$ cat src/ahlg_pkg.sv
// ----------------------------------------------------------------------------
// ahlg_pkg
// Shared constants and types of the high-pass, low-pass and gain block.
// ----------------------------------------------------------------------------
package ahlg_pkg;

  localparam int unsigned DataW         = 32;
  localparam int unsigned CoefW         = 17;
  localparam int unsigned PcmW          = 16;
  localparam int unsigned GainW         = 10;
  localparam int unsigned CoefFracBits  = 14;
  localparam int unsigned GainFracBits  = 8;
  localparam int unsigned LpfShift      = 8;

  localparam logic signed [CoefW-1:0] HpfB0  = 17'sd15788;
  localparam logic signed [CoefW-1:0] HpfB1  = -17'sd31577;
  localparam logic signed [CoefW-1:0] HpfB2  = 17'sd15788;
  localparam logic signed [CoefW-1:0] HpfA1  = -17'sd31555;
  localparam logic signed [CoefW-1:0] HpfA2  = 17'sd15215;
  localparam logic signed [CoefW-1:0] LpfNew = 17'sd217;
  localparam logic signed [CoefW-1:0] LpfOld = 17'sd39;

  localparam logic signed [DataW-1:0] SatHi = 32'sd32767;
  localparam logic signed [DataW-1:0] SatLo = -32'sd32768;

  localparam logic [GainW-1:0] GainReset = 10'd128;

  typedef struct packed {
    logic mul_en;
    logic sub;
  } mac_ctrl_t;

endpackage

$ cat src/ahlg_mac.sv
// ----------------------------------------------------------------------------
// ahlg_mac
// Shared multiplier with a registered product and one add/subtract stage.
// ----------------------------------------------------------------------------
module ahlg_mac (
  input  logic                                 clk_i,
  input  ahlg_pkg::mac_ctrl_t                  ctrl_i,
  input  logic signed [ahlg_pkg::DataW-1:0]    mul_a_i,
  input  logic signed [ahlg_pkg::CoefW-1:0]    mul_b_i,
  input  logic signed [ahlg_pkg::DataW-1:0]    add_a_i,
  output logic signed [ahlg_pkg::DataW-1:0]    prod_o,
  output logic signed [ahlg_pkg::DataW-1:0]    sum_o
);

  logic signed [ahlg_pkg::DataW+ahlg_pkg::CoefW-1:0] full_prod;
  logic signed [ahlg_pkg::DataW-1:0]                 prod_q;

  assign full_prod = mul_a_i * mul_b_i;

  always_ff @(posedge clk_i) begin
    if (ctrl_i.mul_en) begin
      prod_q <= full_prod[ahlg_pkg::DataW-1:0];
    end
  end

  assign sum_o  = ctrl_i.sub ? (add_a_i - prod_q) : (add_a_i + prod_q);
  assign prod_o = prod_q;

endmodule

$ cat src/audio_highpass_lowpass_gain.sv
// ----------------------------------------------------------------------------
// audio_highpass_lowpass_gain
// Mono PCM conditioning: high-pass biquad, one-pole low-pass, Q8 gain and
// saturation, copied to left and right.
// ----------------------------------------------------------------------------
// Input channel pcm_valid_i / pcm_ready_o carries one signed 16-bit sample
// per word. Output channel out_valid_o / out_ready_i carries left_out_o and
// right_out_o, which always hold the same value.
// A sample runs through a ten-step sequence on one shared multiplier with a
// registered product: eight products and one low-pass add step, then the
// saturation step. pcm_ready_o is high only while the sequencer is idle, so
// the next sample is accepted only after the sequence has returned to idle.
// The output register lets a new sample be accepted while a result waits;
// if the receiver still stalls when the next result is ready, the final
// step holds until the output register is free.
// cfg_we_i with cfg_wdata_i writes the gain (256 is unity).
// Reset clears the filter delays and the low-pass history, sets the gain to
// 128 and empties the output register.
// ----------------------------------------------------------------------------
module audio_highpass_lowpass_gain (
  input  logic                               clk_i,
  input  logic                               rst_ni,
  input  logic                               cfg_we_i,
  input  logic [ahlg_pkg::GainW-1:0]         cfg_wdata_i,
  input  logic                               pcm_valid_i,
  output logic                               pcm_ready_o,
  input  logic signed [ahlg_pkg::PcmW-1:0]   pcm_in_i,
  output logic                               out_valid_o,
  input  logic                               out_ready_i,
  output logic signed [ahlg_pkg::PcmW-1:0]   left_out_o,
  output logic signed [ahlg_pkg::PcmW-1:0]   right_out_o
);

  localparam logic [3:0] StIdle = 4'd0;
  localparam logic [3:0] StS0   = 4'd1;
  localparam logic [3:0] StS1   = 4'd2;
  localparam logic [3:0] StS2   = 4'd3;
  localparam logic [3:0] StS3   = 4'd4;
  localparam logic [3:0] StS4   = 4'd5;
  localparam logic [3:0] StS5   = 4'd6;
  localparam logic [3:0] StS6   = 4'd7;
  localparam logic [3:0] StS7   = 4'd8;
  localparam logic [3:0] StS8   = 4'd9;
  localparam logic [3:0] StS9   = 4'd10;

  logic [3:0]                              state_q, state_d;
  logic [ahlg_pkg::GainW-1:0]              gain_q;
  logic signed [ahlg_pkg::DataW-1:0]       x_q, acc_q, hp_q, d1_q, d2_q, lp_q;
  logic signed [ahlg_pkg::PcmW-1:0]        out_q;
  logic                                    out_valid_q;

  ahlg_pkg::mac_ctrl_t                     mac_ctrl;
  logic signed [ahlg_pkg::DataW-1:0]       mul_a, add_a, prod, sum;
  logic signed [ahlg_pkg::CoefW-1:0]       mul_b;
  logic signed [ahlg_pkg::DataW-1:0]       hp_now, lp_now, g_val;
  logic signed [ahlg_pkg::PcmW-1:0]        sat_val;
  logic                                    in_acc, out_free;

  assign pcm_ready_o = (state_q == StIdle);
  assign in_acc      = pcm_valid_i && pcm_ready_o;
  assign out_free    = !out_valid_q || out_ready_i;

  assign hp_now = acc_q >>> ahlg_pkg::CoefFracBits;
  assign lp_now = sum >>> ahlg_pkg::LpfShift;
  assign g_val  = prod >>> ahlg_pkg::GainFracBits;

  always_comb begin
    if (g_val > ahlg_pkg::SatHi) begin
      sat_val = ahlg_pkg::SatHi[ahlg_pkg::PcmW-1:0];
    end else if (g_val < ahlg_pkg::SatLo) begin
      sat_val = ahlg_pkg::SatLo[ahlg_pkg::PcmW-1:0];
    end else begin
      sat_val = g_val[ahlg_pkg::PcmW-1:0];
    end
  end

  always_comb begin
    mac_ctrl = '0;
    mul_a    = x_q;
    mul_b    = ahlg_pkg::HpfB0;
    add_a    = '0;
    state_d  = state_q;
    case (state_q)
      StIdle: begin
        if (in_acc) state_d = StS0;
      end
      StS0: begin
        mac_ctrl.mul_en = 1'b1;
        state_d         = StS1;
      end
      StS1: begin
        mac_ctrl.mul_en = 1'b1;
        mul_b           = ahlg_pkg::HpfB1;
        add_a           = d1_q;
        state_d         = StS2;
      end
      StS2: begin
        mac_ctrl.mul_en = 1'b1;
        mul_a           = hp_now;
        mul_b           = ahlg_pkg::HpfA1;
        add_a           = d2_q;
        state_d         = StS3;
      end
      StS3: begin
        mac_ctrl.mul_en = 1'b1;
        mac_ctrl.sub    = 1'b1;
        mul_b           = ahlg_pkg::HpfB2;
        add_a           = acc_q;
        state_d         = StS4;
      end
      StS4: begin
        mac_ctrl.mul_en = 1'b1;
        mul_a           = hp_q;
        mul_b           = ahlg_pkg::HpfA2;
        state_d         = StS5;
      end
      StS5: begin
        mac_ctrl.mul_en = 1'b1;
        mac_ctrl.sub    = 1'b1;
        mul_a           = hp_q;
        mul_b           = ahlg_pkg::LpfNew;
        add_a           = acc_q;
        state_d         = StS6;
      end
      StS6: begin
        mac_ctrl.mul_en = 1'b1;
        mul_a           = lp_q;
        mul_b           = ahlg_pkg::LpfOld;
        state_d         = StS7;
      end
      StS7: begin
        add_a   = acc_q;
        state_d = StS8;
      end
      StS8: begin
        mac_ctrl.mul_en = 1'b1;
        mul_a           = lp_q;
        mul_b           = signed'({{(ahlg_pkg::CoefW-ahlg_pkg::GainW){1'b0}}, gain_q});
        state_d         = StS9;
      end
      StS9: begin
        if (out_free) state_d = StIdle;
      end
      default: begin
        state_d = StIdle;
      end
    endcase
  end

  ahlg_mac u_mac (
    .clk_i   (clk_i),
    .ctrl_i  (mac_ctrl),
    .mul_a_i (mul_a),
    .mul_b_i (mul_b),
    .add_a_i (add_a),
    .prod_o  (prod),
    .sum_o   (sum)
  );

  always_ff @(posedge clk_i or negedge rst_ni) begin
    if (!rst_ni) begin
      state_q     <= StIdle;
      gain_q      <= ahlg_pkg::GainReset;
      d1_q        <= '0;
      d2_q        <= '0;
      lp_q        <= '0;
      out_valid_q <= 1'b0;
    end else begin
      state_q <= state_d;
      if (cfg_we_i) gain_q <= cfg_wdata_i;
      if (state_q == StS3) d1_q <= sum;
      if (state_q == StS5) d2_q <= sum;
      if (state_q == StS7) lp_q <= lp_now;
      if (state_q == StS9 && out_free) begin
        out_valid_q <= 1'b1;
      end else if (out_ready_i) begin
        out_valid_q <= 1'b0;
      end
    end
  end

  always_ff @(posedge clk_i) begin
    if (in_acc) x_q <= {{(ahlg_pkg::DataW-ahlg_pkg::PcmW){pcm_in_i[ahlg_pkg::PcmW-1]}}, pcm_in_i};
    if (state_q == StS1 || state_q == StS2 || state_q == StS4 || state_q == StS6) begin
      acc_q <= sum;
    end
    if (state_q == StS2) hp_q <= hp_now;
    if (state_q == StS9 && out_free) out_q <= sat_val;
  end

  assign out_valid_o = out_valid_q;
  assign left_out_o  = out_q;
  assign right_out_o = out_q;

endmodule

$ cat config.mk
export PLATFORM = sky130hd
export DESIGN_NAME = audio_highpass_lowpass_gain
export DESIGN_NICKNAME = d
export VERILOG_FILES = /design/src/ahlg_pkg.sv /design/src/ahlg_mac.sv /design/src/audio_highpass_lowpass_gain.sv
export SDC_FILE = /design/constraint.sdc
export NUM_CORES = 1
export LEC_CHECK = 0
export BUFFER_PORTS_ARGS = -buffer_cell sky130_fd_sc_hd__clkbuf_2
export CORE_MARGIN = 1
export CORE_UTILIZATION = 28
export DETAILED_ROUTE_END_ITERATION = 10
export HOLD_SLACK_MARGIN = 0.12
export PLACE_DENSITY = 0.45
export SKIP_CTS_REPAIR_TIMING = 1
export SLEW_MARGIN = 20
export SYNTH_ARGS = -nofsm -noshare
export SYNTH_HDL_FRONTEND = slang
export SYNTH_HIERARCHICAL = 1
export SYNTH_SLANG_ARGS = --single-unit
export TNS_END_PERCENT = 1
$ cat constraint.sdc
create_clock -name clk_i -period 10.2 [get_ports clk_i]
set_input_delay 0.51 -clock clk_i [delete_from_list [all_inputs] [get_ports clk_i]]
set_output_delay 0.51 -clock clk_i [all_outputs]
set_load 0.05 [all_outputs]
==> reports/metrics.yaml <==
clock_latency_ps: 560
synth_area_mm2: 0.02450
yosysSeqAreaShare_pct: 24.50
routedWlPerCell_um: 19.83
crit_path_max_fanout: 21
fin_crit_ps: 8628
portBuffers: 64
finalHoldViolCount: 0
die-area_mm2: 0.08868
tightest_slew_ps: 1042
gr-total-overflow: 0
fin_tns_setup_ps: 0
yosysTopAreaCell: "fa_1"
crit_required_ps: 10500
drt-initial-drc-count: 887
antenna_found_initial: 2
min_to: "x_q[6]"
wl_met3_um: 3226
hold_path.class: "in -> reg"
synth_top_cell_area_share_pct: 26.15
grt_pass1_wl_um: 110800
area_delta_synth_final_pct: 9.883
worst_r2r_path_depth: 23
synth_edf_count: 114
htreeDepth: 1
grt_pass1_vias: 18060
nets: 2913
yosys-top-cells-area: "fa_1 (26%), edfxtp_1 (14%), dfrtp_1 (10%), ha_1 (6.5%), inv_1 (6.3%)"
vias: 17080
coreArea_mm2: 0.08675
hold_start: "pcm_in_i[6]"
drive_gt1_share_pct: 14.72
yosysWarnings: 6
wirelength_um: 71540
slew_violations: 0
multiInputGateArea_mm2: 0.01640
ys_async_sr_fraction_pct: 47.47
status: "complete, no violations"
drc_errors: 0
min_period_over_period_pct: 84.58
highest_layer: "met4"
diodes: 0
drv_cap: 0
root_buffer: "clkbuf_16"
first_pass_iters: 5
hold_depth: 1
synthDistinctLibCells: 96
pin_count: 65
skew_ps: 34.22
crit_arrival_ps: 8920
row_count: 108
cts.clk_slew.worst_paths_ps: 70
grt_max_degree: 61
rsz0062_at_grt: "false"
r2r_slack_ps: 1570
ant_nets: 0
slew_headroom_pct: 30.31
cts_max_path_buffers: 3
synth_top_flop_cell: "edfxtp_1"
setup_viol: 0
dp_hpwl_um: 53300
clkSinkCount: 217
synth-seq-cells: 217
utilization_pct: 31.03
start_kind: "register"
regArea_mm2: 0.006003
met1_length_um: 32200
wl_met2_um: 34610
initial_core_util_pct: 28.24
fmax_ghz: 0.1159
critPathKind: "reg -> reg"
r2r-start: "state_q[3]"
avgSynthCellArea_um2: 10.13
nFillCells: 9058
cts_tree: "yes"
cts_buffers: 25
die_w_um: 297.8
grt_usage_pct: 16.30
vias_per_cell: 4.733
rr_endpoint: "u_mac/prod_o[31]"
die_h_um: 297.8
synthCells: 2418
endpoint_kind: "register"
gp_congestion: 0.8965
## final cells by class
cell class                      count  share of cell area [%]
Sequential cell                   217                   22.30
Clock buffer                       30                   2.468
Tap cell                         1155                   5.368
Clock inverter                     15                  0.5020
Multi-Input combinational cell   1665                   60.91
Inverter                          410                   5.717
Timing Repair Buffer              116                   2.733
## critical path: stages (launching register included)
cell and delay (ps):
dfrtp_1 830, and4bb_1 880, buf_4 350, nand2_1 90, a31oi_2 850, nand2_1 190
fa_1 550, fa_1 510, fa_1 520, inv_1 60, fa_1 520, fa_1 500
inv_1 50, fa_1 480, inv_1 50, ha_1 360, a2111oi_2 330, o21ai_1 140
o2111a_1 260, nor3_2 240, nor2b_2 100, a31o_1 230, a31oi_1 210, xnor2_1 90
## worst max-delay path by stage
stage	from	to	slack, ps	cells past startpoint
after floorplan	state_q[2]	u_mac/prod_o[31]	3150	25
after global placement	state_q[3]	u_mac/prod_o[31]	1580	23
after detailed placement	state_q[3]	u_mac/prod_o[31]	1460	23
after CTS	state_q[3]	u_mac/prod_o[31]	1460	23
after global routing	state_q[3]	u_mac/prod_o[31]	1110	23
final	state_q[3]	u_mac/prod_o[31]	1570	23
## cells in the mapped netlist (13+ instances only)
| master | count |
|---|---|
| o21ai_0 | 38 |
| a21o_1 | 28 |
| fa_1 | 320 |
| nand3_1 | 29 |
| mux2_1 | 22 |
| nand2b_1 | 22 |
| edfxtp_1 | 114 |
| inv_1 | 409 |
| nand2_1 | 233 |
| xor2_1 | 19 |
| a21oi_1 | 63 |
| a211oi_1 | 14 |
| mux2_2 | 87 |
| ha_1 | 127 |
| and2_1 | 202 |
| a22oi_2 | 29 |
| o21ai_2 | 29 |
| a31oi_1 | 20 |
| clkbuf_1 | 72 |
| dfrtp_1 | 102 |
| buf_4 | 24 |
| buf_6 | 13 |
| buf_2 | 23 |
| a2bb2oi_1 | 15 |
| nor2_1 | 67 |
| a32oi_1 | 13 |
| xnor2_1 | 93 |
## per-stage QoR
stage | hold WS [ps] | std cells | area, µm² | worst slack [ps]
floorplan | 214.4 | 2426 | 24530 | 3150
global placement | 475.0 | 3561 | 26070 | 1579
detailed placement | 481.3 | 3561 | 26070 | 1458
CTS | 18.02 | 3606 | 26870 | 1462
global route | 127.2 | 3608 | 26920 | 1105
finish | 142.9 | 3608 | 26920 | 1572
## layout by cell type, fill, tap and decap left out, types with 31 or more instances in the layout
cell type    n
inv_1      409
fa_1       320
nand2_1    233
and2_1     202
ha_1       127
edfxtp_1   114
dfrtp_1    101
xnor2_1     93
mux2_2      87
nor2_1      64
clkbuf_2    63
a21oi_1     59
buf_4       51
o21ai_0     35
o21ai_2     31
## sequential cells by signal, indices dropped and copies added, names as in the netlist
name	count
lp_q	24
d2_q	32
acc_q	32
out_valid_o	1
d1_q	32
gain_q	10
state_q	4
hp_q	18
u_mac/prod_o	32
x_q	16
left_out_o	16
## metal layers
layer  GRT usage (%)  vias to the layer above
met1           22.17                     8827
met2           27.71                      374
met4           3.199                        0
li1                -                     7798
met5               0                        -
met3           2.086                       76
## kinds of logic after synthesis
group / after synthesis / share of synthesized area (%)
AND/OR/NAND/NOR: 645 / 13.89
buffers and inverters: 544 / 9.264
adder cells (fa/ha/maj): 448 / 32.68
AO/OA/AOI/OAI: 335 / 10.30
flip-flops: 217 / 24.50
XOR/XNOR: 114 / 4.137
multiplexers: 114 / 5.215
other: 1 / 0.01531
Power is not shown: default switching activity piles up to over one toggle a cycle in this logic, so the estimate is an artifact.
